File: src/sv/pse_pkg.sv
package pse_pkg;

  localparam int MaxMinLengthDefault = 16;
  // upper end of the prefix depth range, sizes the command fields
  localparam int MaxMinLengthTop     = 64;
  localparam int CmdAddrW            = $clog2(MaxMinLengthTop);

  localparam int       CfgW           = 5;
  localparam logic [CfgW-1:0] MinLengthReset = 5'd4;
  localparam int       RunCap         = 31;
  localparam logic [7:0] PrintLo      = 8'd32;
  localparam logic [7:0] PrintHi      = 8'd126;
  localparam int       QueueDepth     = 4;

  typedef struct packed {
    logic [7:0] data_byte;
    logic       end_of_buffer;
  } pse_in_t;

  typedef struct packed {
    logic [7:0] char_out;
    logic       char_valid;
    logic       string_start;
    logic       string_end;
    logic       last_of_burst;
  } pse_out_t;

  // request from the front to the back, one per byte that needs any
  typedef struct packed {
    logic [7:0]          data_byte;
    logic                wr_en;
    logic [CmdAddrW-1:0] wr_addr;
    logic                burst_en;
    logic                pass_en;
    logic                end_en;
  } pse_cmd_t;

endpackage

File: src/sv/pse_front.sv
module pse_front
  import pse_pkg::*;
#(
  parameter int MAX_MIN_LENGTH = MaxMinLengthDefault
) (
  input  logic            clk,
  input  logic            rst,
  input  logic            cfg_valid,
  output logic            cfg_ready,
  input  logic [CfgW-1:0] cfg_data,
  input  logic            byte_valid,
  output logic            byte_ready,
  input  pse_in_t         byte_data,
  output logic            cmd_valid,
  input  logic            cmd_ready,
  output pse_cmd_t        cmd_data
);

  localparam int RlW = ($clog2(MAX_MIN_LENGTH + 1) > CfgW) ?
                       $clog2(MAX_MIN_LENGTH + 1) : CfgW;

  logic [CfgW-1:0] min_length;
  logic [RlW-1:0]  run_length;
  logic [RlW-1:0]  run_length_next;
  logic [RlW-1:0]  cfg_ext;
  logic [RlW-1:0]  thresh;
  logic [RlW-1:0]  rl_inc;
  logic            printable;
  logic            closing;
  logic            accept;
  pse_cmd_t        cmd;

  assign cfg_ready = 1'b1;
  assign cfg_ext   = RlW'(min_length);

  always_comb begin
    if (cfg_ext == '0) begin
      thresh = RlW'(1);
    end else if (cfg_ext > RlW'(MAX_MIN_LENGTH)) begin
      thresh = RlW'(MAX_MIN_LENGTH);
    end else begin
      thresh = cfg_ext;
    end
  end

  assign printable = (byte_data.data_byte >= PrintLo) && (byte_data.data_byte <= PrintHi);
  assign rl_inc    = run_length + 1'b1;

  always_comb begin
    cmd           = '0;
    cmd.data_byte = byte_data.data_byte;
    run_length_next = run_length;
    closing       = 1'b1;
    if (printable) begin
      closing = byte_data.end_of_buffer;
      if (run_length < thresh) begin
        // still filling the prefix
        cmd.wr_en       = 1'b1;
        cmd.wr_addr     = CmdAddrW'(run_length);
        cmd.burst_en    = (rl_inc == thresh);
        run_length_next = rl_inc;
      end else begin
        cmd.pass_en = 1'b1;
        if (run_length < RlW'(RunCap)) begin
          run_length_next = rl_inc;
        end
      end
    end
    if (closing) begin
      cmd.end_en      = (run_length_next >= thresh);
      run_length_next = '0;
    end
  end

  assign byte_ready = cmd_ready;
  assign accept     = byte_valid && byte_ready;
  assign cmd_data   = cmd;
  assign cmd_valid  = byte_valid && (cmd.wr_en || cmd.burst_en || cmd.pass_en || cmd.end_en);

  always_ff @(posedge clk) begin
    if (rst) begin
      min_length <= MinLengthReset;
      run_length <= '0;
    end else begin
      if (cfg_valid && cfg_ready) begin
        min_length <= cfg_data;
      end
      if (accept) begin
        run_length <= run_length_next;
      end
    end
  end

endmodule

File: src/sv/pse_queue.sv
module pse_queue
  import pse_pkg::*;
(
  input  logic     clk,
  input  logic     rst,
  input  logic     push_valid,
  output logic     push_ready,
  input  pse_cmd_t push_data,
  output logic     pop_valid,
  input  logic     pop_ready,
  output pse_cmd_t pop_data
);

  localparam int PtrW = $clog2(QueueDepth);
  localparam int CntW = $clog2(QueueDepth + 1);

  pse_cmd_t        slots [QueueDepth];
  logic [PtrW-1:0] wr_ptr;
  logic [PtrW-1:0] rd_ptr;
  logic [CntW-1:0] count;
  logic            do_push;
  logic            do_pop;

  assign push_ready = (count != CntW'(QueueDepth));
  assign pop_valid  = (count != '0);
  assign pop_data   = slots[rd_ptr];
  assign do_push    = push_valid && push_ready;
  assign do_pop     = pop_valid && pop_ready;

  always_ff @(posedge clk) begin
    if (do_push) begin
      slots[wr_ptr] <= push_data;
    end
  end

  always_ff @(posedge clk) begin
    if (rst) begin
      wr_ptr <= '0;
      rd_ptr <= '0;
      count  <= '0;
    end else begin
      if (do_push) begin
        wr_ptr <= (wr_ptr == PtrW'(QueueDepth - 1)) ? '0 : wr_ptr + 1'b1;
      end
      if (do_pop) begin
        rd_ptr <= (rd_ptr == PtrW'(QueueDepth - 1)) ? '0 : rd_ptr + 1'b1;
      end
      if (do_push && !do_pop) begin
        count <= count + 1'b1;
      end else if (do_pop && !do_push) begin
        count <= count - 1'b1;
      end
    end
  end

endmodule

File: src/sv/pse_back.sv
module pse_back
  import pse_pkg::*;
#(
  parameter int MAX_MIN_LENGTH = MaxMinLengthDefault
) (
  input  logic     clk,
  input  logic     rst,
  input  logic     cmd_valid,
  output logic     cmd_ready,
  input  pse_cmd_t cmd_data,
  output logic     result_valid,
  input  logic     result_ready,
  output pse_out_t result_data
);

  localparam int AddrW = (MAX_MIN_LENGTH > 1) ? $clog2(MAX_MIN_LENGTH) : 1;

  logic [7:0]       prefix_buffer [MAX_MIN_LENGTH];
  logic             burst_pend;
  logic             pass_pend;
  logic             end_pend;
  logic [AddrW-1:0] idx;
  logic [AddrW-1:0] last_idx;
  logic [7:0]       cur_byte;
  logic             busy;
  logic             emit;
  logic             fin;
  logic             pop;
  pse_out_t         res;

  assign busy = burst_pend || pass_pend || end_pend;
  assign emit = busy && (!result_valid || result_ready);

  always_comb begin
    res = '0;
    fin = 1'b0;
    if (burst_pend) begin
      res.char_out     = prefix_buffer[idx];
      res.char_valid   = 1'b1;
      res.string_start = (idx == '0);
      fin              = (idx == last_idx) && !end_pend;
    end else if (pass_pend) begin
      res.char_out   = cur_byte;
      res.char_valid = 1'b1;
      fin            = !end_pend;
    end else begin
      res.string_end = 1'b1;
      fin            = 1'b1;
    end
    res.last_of_burst = fin;
  end

  // next request is taken once the current one hands over its final result
  assign pop       = cmd_valid && (!busy || (emit && fin));
  assign cmd_ready = pop;

  always_ff @(posedge clk) begin
    if (pop && cmd_data.wr_en) begin
      prefix_buffer[cmd_data.wr_addr[AddrW-1:0]] <= cmd_data.data_byte;
    end
  end

  always_ff @(posedge clk) begin
    if (emit) begin
      result_data <= res;
    end
    if (pop) begin
      idx      <= '0;
      last_idx <= cmd_data.wr_addr[AddrW-1:0];
      cur_byte <= cmd_data.data_byte;
    end else if (emit && burst_pend) begin
      idx <= idx + 1'b1;
    end
  end

  always_ff @(posedge clk) begin
    if (rst) begin
      burst_pend   <= 1'b0;
      pass_pend    <= 1'b0;
      end_pend     <= 1'b0;
      result_valid <= 1'b0;
    end else begin
      if (emit) begin
        result_valid <= 1'b1;
        if (burst_pend) begin
          if (idx == last_idx) begin
            burst_pend <= 1'b0;
          end
        end else if (pass_pend) begin
          pass_pend <= 1'b0;
        end else begin
          end_pend <= 1'b0;
        end
      end else if (result_ready) begin
        result_valid <= 1'b0;
      end
      if (pop) begin
        burst_pend <= cmd_data.burst_en;
        pass_pend  <= cmd_data.pass_en;
        end_pend   <= cmd_data.end_en;
      end
    end
  end

endmodule

File: src/sv/printable_string_extractor.sv
// Printable string extractor: scans a byte stream for runs of printable ASCII
// (32 to 126) at least min_length long (1 to MAX_MIN_LENGTH, reset 4). The
// front takes one byte per cycle while the request queue has room and tracks
// the run; the back writes the prefix store and sends results, one per cycle
// while the receiver takes them, through an output register. A run reaching
// its threshold gives a burst of min_length results, later characters one
// result each, a qualifying run closes with an end marker. A byte that only
// fills the prefix is one back request with no result, a byte with results
// causes up to MAX_MIN_LENGTH + 1 of them, and a byte that writes nothing and
// causes nothing sends no request; a four-entry request queue between front
// and back absorbs bursts, and the input stalls only when that queue is full.
module printable_string_extractor
  import pse_pkg::*;
#(
  parameter int MAX_MIN_LENGTH = MaxMinLengthDefault
) (
  input  logic            clk,
  input  logic            rst,
  input  logic            cfg_valid,
  output logic            cfg_ready,
  input  logic [CfgW-1:0] cfg_data,
  input  logic            byte_valid,
  output logic            byte_ready,
  input  pse_in_t         byte_data,
  output logic            result_valid,
  input  logic            result_ready,
  output pse_out_t        result_data
);

  logic     fq_valid;
  logic     fq_ready;
  pse_cmd_t fq_data;
  logic     qb_valid;
  logic     qb_ready;
  pse_cmd_t qb_data;

  pse_front #(
    .MAX_MIN_LENGTH(MAX_MIN_LENGTH)
  ) u_front (
    .clk       (clk),
    .rst       (rst),
    .cfg_valid (cfg_valid),
    .cfg_ready (cfg_ready),
    .cfg_data  (cfg_data),
    .byte_valid(byte_valid),
    .byte_ready(byte_ready),
    .byte_data (byte_data),
    .cmd_valid (fq_valid),
    .cmd_ready (fq_ready),
    .cmd_data  (fq_data)
  );

  pse_queue u_queue (
    .clk       (clk),
    .rst       (rst),
    .push_valid(fq_valid),
    .push_ready(fq_ready),
    .push_data (fq_data),
    .pop_valid (qb_valid),
    .pop_ready (qb_ready),
    .pop_data  (qb_data)
  );

  pse_back #(
    .MAX_MIN_LENGTH(MAX_MIN_LENGTH)
  ) u_back (
    .clk         (clk),
    .rst         (rst),
    .cmd_valid   (qb_valid),
    .cmd_ready   (qb_ready),
    .cmd_data    (qb_data),
    .result_valid(result_valid),
    .result_ready(result_ready),
    .result_data (result_data)
  );

endmodule

File: config.mk
export PLATFORM = sky130hd
export DESIGN_NAME = printable_string_extractor
export DESIGN_NICKNAME = d
export VERILOG_FILES = /design/src/sv/pse_pkg.sv /design/src/sv/pse_front.sv /design/src/sv/pse_queue.sv /design/src/sv/pse_back.sv /design/src/sv/printable_string_extractor.sv
export SDC_FILE = /design/constraint.sdc
export NUM_CORES = 1
export LEC_CHECK = 0
export BUFFER_PORTS_ARGS = -buffer_cell sky130_fd_sc_hd__buf_2
export CAP_MARGIN = 20
export CORE_ASPECT_RATIO = 1.2
export CORE_MARGIN = 2
export CORE_UTILIZATION = 35
export DETAILED_ROUTE_END_ITERATION = 12
export GPL_ROUTABILITY_DRIVEN = 0
export PLACE_DENSITY_LB_ADDON = 0.08
export SETUP_SLACK_MARGIN = 0.5
export SYNTH_ARGS = -nofsm -noshare
export SYNTH_HDL_FRONTEND = slang
export SYNTH_SLANG_ARGS = --single-unit
export TNS_END_PERCENT = 5
File: constraint.sdc
create_clock -name clk -period 9.2 [get_ports clk]
set_input_delay 1.84 -clock clk [delete_from_list [all_inputs] [get_ports clk]]
set_output_delay 1.84 -clock clk [all_outputs]
set_load 0.1 [all_outputs]
== Word level (Yosys, flattened, before mapping) ==
Memories as Yosys holds them, arrays and structs flattened. A register that Yosys moved wholly into a read port is not among the register bits.
Cells that the tools add are included.

* Register bits after elaboration: 49
* Latch bits: 0
* Bits in writable memories: 200
* Bits in read-only memories: 0
* Input bits: 19
* Output and inout bits: 15
* Word-level logic and storage cells: 112
* Memories kept: 2

* $add $sub $neg: 6
* Multiply operators: 0
* Div/mod/pow operators: 0
* Magnitude comparators: 6
* Eq/ne operators: 7
* Shift-type cells: 0
* Multiplexer cells: 41
* Bitwise operators: 0
* Reductions and logical operators: 33

{| class="wikitable"
|+ Memories
! name !! words !! width !! read ports !! clocked after Yosys merged registers in !! wr ports !! RTL line !! source
|-
| u_back.prefix_buffer || 16 || 8 || 1 || 1 || 1 || pse_back.sv:18 || <nowiki>logic [7:0] prefix_buffer [MAX_MIN_LENGTH];</nowiki>
|-
| u_queue.slots || 4 || 18 || 1 || 1 || 1 || pse_queue.sv:17 || <nowiki>pse_cmd_t slots [QueueDepth];</nowiki>
|}

{| class="wikitable"
|+ Operator list
! cell !! count
|-
| two-way mux 5 bit || 6
|-
| two-way mux 9 bit || 3
|-
| two-way mux 1 bit || 23
|-
| logical AND 1 bit || 13
|-
| greater-or-equal comparator 8 x 6 -> 1 bit, second input constant || 1
|-
| less-or-equal comparator 8 x 7 -> 1 bit, second input constant || 1
|-
| two-way mux 2 bit || 4
|-
| two-way mux 4 bit || 2
|-
| two-way mux 8 bit || 1
|-
| logical OR 1 bit || 7
|-
| two-way mux 3 bit || 2
|-
| nonzero test 2 bit || 3
|-
| adder 5 x 1 -> 5 bit, second input constant || 1
|-
| equality test 5 bit || 1
|-
| greater-or-equal comparator 5 bit || 1
|-
| greater-than comparator 5 bit, second input constant || 1
|-
| logical NOT 1 bit || 5
|-
| logical NOT 5 bit || 1
|-
| < comparator 5 bit || 1
|-
| < comparator 5 bit, second input constant || 1
|-
| adder 2 x 1 -> 2 bit, second input constant || 2
|-
| adder 4 x 1 -> 4 bit, second input constant || 1
|-
| equality test 2 bit, second input constant || 2
|-
| equality test 4 bit || 1
|-
| 8 further kinds || 9
|}

== Logic depth before layout (Yosys ltp) ==
* Word-level depth: 15
* Mapped depth: 20
* Gate-level depth less buffers: 20

== Modules after synthesis ==
A second synthesis with hierarchy kept.

* Cell total of the unflattened synthesis: 676
* Area total of the unflattened synthesis: 10603.9 µm²

{| class="wikitable"
|+ Modules (own cells, without submodules)
! module !! times used !! cells an instance !! area each (µm²) !! sequential area each (µm²)
|-
| pse_back || 1 || 404 || 6505.0 || 4804.6
|-
| pse_queue || 1 || 142 || 3075.4 || 2342.2
|-
| pse_front || 1 || 130 || 1023.5 || 200.2
|}

== Worst setup path before layout ==
OpenSTA, ideal clock, no wires.

* Path kind: input to register
* Start: input port byte_data[1] (netlist bit)
* End: register u_queue.count[2]
* Library setup time: 0.070 ns
* Arrival: 4.730 ns
* Required time: 9.130 ns
* Setup slack: 4.399 ns
* Stages: 15
* Path buffers: 1
* Path through: and4_1 a41oi_2 clkbuf_1 o21ai_0 ha_1 nand2b_1 a211o_1 a211oi_1 nor2_1 ha_1 inv_1 fa_1 xor2_1 or3_1 a21oi_1

* Cells in the longest elaborated chain, start to end: 11
* Elaborated cells on any way between the ends: 18
* Those cells by class: order compare (3); mux (5); reduce/logical (10)

{| class="wikitable"
|+ RTL lines
! element !! RTL line !! source
|-
| start, declared || printable_string_extractor.sv:24 || <nowiki>input pse_in_t byte_data,</nowiki>
|-
| greater-or-equal comparator 8 x 6 -> 1 bit or less-or-equal comparator 8 x 7 -> 1 bit (tied branches) || pse_front.sv:46 || <nowiki>assign printable = (byte_data.data_byte >= PrintLo) && (byte_data.data_byte <= PrintHi);</nowiki>
|-
| logical AND 1 bit * || pse_front.sv:46 ||
|-
| two-way mux 5 bit or two-way mux 9 bit (tied branches) || pse_front.sv:54 || <nowiki>if (printable) begin</nowiki>
|-
| greater-or-equal comparator 5 bit or logical OR 1 bit (tied branches) || pse_front.sv:70, pse_front.sv:78 ||
|-
| two-way mux 1 bit or logical OR 1 bit (tied branches) || pse_front.sv:69, pse_front.sv:78 ||
|-
| logical OR 1 bit * || pse_front.sv:78 || <nowiki>assign cmd_valid = byte_valid && (cmd.wr_en || cmd.burst_en || cmd.pass_en || cmd.end_en);</nowiki>
|-
| logical AND 1 bit * || pse_front.sv:78 ||
|-
| logical AND 1 bit * || pse_queue.sv:27 || <nowiki>assign do_push = push_valid && push_ready;</nowiki>
|-
| named net u_queue.do_push || pse_queue.sv:21 || <nowiki>logic do_push;</nowiki>
|-
| logical NOT 1 bit || pse_queue.sv:50 || <nowiki>end else if (do_pop && !do_push) begin</nowiki>
|-
| logical AND 1 bit || pse_queue.sv:50 ||
|-
| nonzero test 2 bit (no line) || -- ||
|-
| end signal, assigned || pse_queue.sv:49 || <nowiki>count <= count + 1'b1;</nowiki>
|-
| end signal, assigned || pse_queue.sv:51 || <nowiki>count <= count - 1'b1;</nowiki>
|-
| end, declared || pse_queue.sv:20 || <nowiki>logic [CntW-1:0] count;</nowiki>
|}

Mark *: on every way through the listed nets, which the timed path passes. The rest lies on a longest branch.
A chain may end at the register's enable or synchronous reset.

== Worst setup path after layout ==
Same ends and word-level chain as after synthesis.

==> summary.txt <==
Status
  • Status: finished, final reports clean

Logic synthesis
  • Register area share after synthesis: 0.703
  • Mapped Avg Cell Area: 17.5 µm²
  • Synthesized flop and latch total: between 200 and 250
  • Syn Inst Count: 577
  • FFs w/ async S/R, synth: 0
  • Post-Synth Simple-Gate Area: 0.0650
  • Area share of xor/xnor cells in the synthesized design: 0.0147
  • Post-Synth Adder-Cell Area: 0.0255
  • Largest family of logic cells by synthesized area: multiplexers
  • Synth Flop Type: edfxtp_1
  • Syn Nets: 616
  • Synth Cell Area: 10100 µm²
  • Post-synthesis mux area share: 0.125
  • EDFF count, synth: 216
  • Synth cell types: 56
  • Yosys warns: 0
  • Post-synthesis compound-gate area fraction: 0.0472

STA
  • Clock period minus worst slack: 5.15 ns
  • Fin. Hold Viols: 0
  • Clock skew: 0.0221 ns
  • TNS Setup: 0 ns
  • Period utilisation layout: 0.560
  • FMAX: 0.194 GHz
  • Tightest Pin Transition: 0.973 ns
  • Setup-failing EPs final: 0
  • Max-slew violation count: 0
  • Slew HR: 0.352
  • RSZ-0062 raised after global routing: false

Job
  • Max-cap violations: 0

Detailed routing
  • DR DRC count: 0
  • Via density: 4.94
  • Antenna Violating Nets Remaining: 0
  • Initial drt markers: 208
  • DR WL/cell: 19.8 µm
  • Vias: approximately 5100
  • 1st-pass router iterations: 4
  • Final WL: 20.3 mm

GRT
  • Number of global-route vias before repair: ~5400
  • Largest net degree at the start of global routing: 33
  • GRT overflow: 0
  • First-pass GRT wire length: 32.1 mm
  • Initial antenna violation count: 0
  • GRT Util Overall: 0.137

Setup path
  • Buf/Inv on CP: 2
  • Most used cell, CP: ha_1
  • Crit path max-delay family: compound AO/OA/AOI/OAI gates
  • CP cell instances: buf_2 -> and4_1 -> a41oi_2 -> nand2_1 -> a41o_1 -> o21ai_0 -> ha_1 -> nand2b_1 -> a211o_1 -> a211oi_1 -> nor2_1 -> ha_1 -> inv_1 -> fa_1 -> xor2_1 -> or3_1 -> a21oi_1
  • Slowest stage delay, CP: 0.73 ns
  • Critical Path Source Type: primary input
  • Crit. End Element: flop
  • R2R cell count: 19
  • Worst EP required: a little under 10 ns
  • Crit path kind: in2reg
  • CP arrival: ~5.6 ns
  • Levels on crit path: 17
  • CP max-delay cell: a41oi_2
  • Max FO, Critical Path: 19

Clocking
  • Post-CTS Hold Buffers: 0
  • Post-CTS Resized: 0
  • Root buf cell: clkbuf_16
  • Register clock-pin slew on the reported worst setup and hold paths: roughly 0.060 ns
  • CTS tree: built
  • Num Clock Sinks: between 200 and 250
  • Clock buffer depth: 3
  • H-tree depth: 1
  • Num CTS Buffers: 26
  • Postcts setup bufs: 0
  • Clk Latency, worst-skew pair: between 0.5 and 0.6 ns

Pwr
  • Total power: 3520 µW
  • Maximum vdd drop: around 0.12 mV
  • Power Density: 307 nW/µm²
  • Leak Pwr: 0.00376 µW

Layout
  • Layout Utilization: 0.401
  • Layout Nets: 658
  • N_diodes: 0
  • Share of layout cells above drive strength 1: 0.224
  • Layout fillers: approximately 2700
  • Finished Layout Cells: 1023
  • Area growth from synthesis to layout: 13.4%

Place
  • I/O Buffers: 32
  • Detailed-placement wirelength estimate: between 10 and 15 mm
  • Placed Instances: between 900 and 1000

Floorplan
  • Die height: about 190 µm
  • FP Rows: 68
  • Top Ports: 34
  • Starting Density: 0.353
  • Die X: 159 µm
  • Die ar.: 30200 µm²
  • Core box area: around 29000 µm²

Worst hold path
  • HP Class: reg2reg
  • Worst Hold Depth: 2
[through the flow]
step                worst slack (ns)  hold slack (ns)  area, µm²
finish                          4.05            0.519      11500
global placement                3.66            0.475      10700
floorplan                       4.40            0.461      10100
global route                    3.72            0.550      11500
detailed placement              3.51            0.498      10700
CTS                             4.06            0.517      11500
[routing by layer]
layer	routed length, µm	share of wire	global-route usage
met1	9090	0.45	0.179
met2	10200	0.50	0.242
met3	668	0.033	0.0214
met4	328	0.016	0.0322
met5	0	0	0
[registers in the layout (all words and copies together), names as in the netlist, named ones only]
name / cells
u_back.burst_pend: 1
u_back.cur_byte: 8
u_back.end_pend: 1
u_back.idx: 4
u_back.last_idx: 4
u_back.pass_pend: 1
u_back.prefix_buffer: 128
u_back.result_data: 12
u_back.result_valid: 1
u_front.cfg_ext: 5
u_front.run_length: 5
u_queue.count: 3
u_queue.rd_ptr: 2
u_queue.slots: 64
u_queue.wr_ptr: 2
[path summary, 6_finish.rpt]
| kind | startpoint | end | slack (ns) |
|---|---|---|---|
| min reg2reg | u_back.end_pend | u_back.end_pend | 0.52 |
| min | u_back.end_pend | u_back.end_pend | 0.52 |
| max | byte_data[1] | u_queue.count[2] | 4.05 |
| max reg2reg | u_front.cfg_ext[4] | u_queue.count[2] | 4.74 |
[cells in the final DEF (no fill, tap or decap), types with 11 or more instances in the layout]
master and instances:
edfxtp_1 216, mux4_2 45, buf_2 32, dfxtp_1 29
nor2_1 28, a21oi_1 28, clkbuf_16 26, nand2_1 22
ha_1 19, mux2i_1 14, inv_1 12, o21ai_0 11
nor3_2 11
[cell type report]
| class | instances | area, µm² | share of cell area |
|---|---|---|---|
| multi-input cells | 292 | 2820 | 0.246 |
| inverters | 12 | 45.0 | 0.00393 |
| clock inverters | 10 | 62.6 | 0.00546 |
| well taps | 385 | 482 | 0.0420 |
| flip-flops and latches | 247 | 7110 | 0.621 |
| clock buffers | 37 | 722 | 0.0630 |
| repair buffers | 40 | 220 | 0.0192 |
[synth_stat cells (all sizes together) (2+ instances only)]
cell	instances	area share
a211o	2	0.0017
a211oi	3	0.0022
a21oi	28	0.014
a221oi	2	0.0017
a22o	5	0.0043
a22oi	7	0.0052
a31oi	2	0.0012
and2	5	0.0033
and3	9	0.0056
and4	2	0.0017
buf	12	0.0088
clkbuf	14	0.0052
dfxtp	31	0.061
edfxtp	216	0.64
ha	19	0.024
inv	12	0.0045
mux2	3	0.0033
mux2i	14	0.014
mux4	48	0.11
nand2	23	0.0093
nand2b	7	0.0043
nand3	7	0.0035
nor2	28	0.010
nor2b	6	0.0037
nor3	20	0.015
o211a	2	0.0020
o21ai	13	0.0064
or2	3	0.0019
or3	2	0.0012
xnor2	7	0.0061
xor2	10	0.0087
[kinds of logic (layout without fill, tap and decap cells)]
| kind of cell | Yosys count | after routing |
|---|---|---|
| flops | 247 | 247 |
| fa+ha+maj | 20 | 20 |
| mux | 65 | 65 |
| xor+xnor | 17 | 17 |
| other cells | 1 | 1 |
| buf+inv | 38 | 99 |
| simple gates | 118 | 118 |
| compound gates | 71 | 71 |
[power by group]
part           internal [µW]  switching [µW]  leakage (µW)
clock                    545             413      0.000381
combinational            295             684       0.00117
sequential              1490            92.8       0.00221
[worst min-delay path, delay by kind of cell (launching register included)]
kind,cells,cell delay (ns)
flops,1,0.32
compound gates,2,0.16
Note: power is estimated with default switching activity, not from simulation.
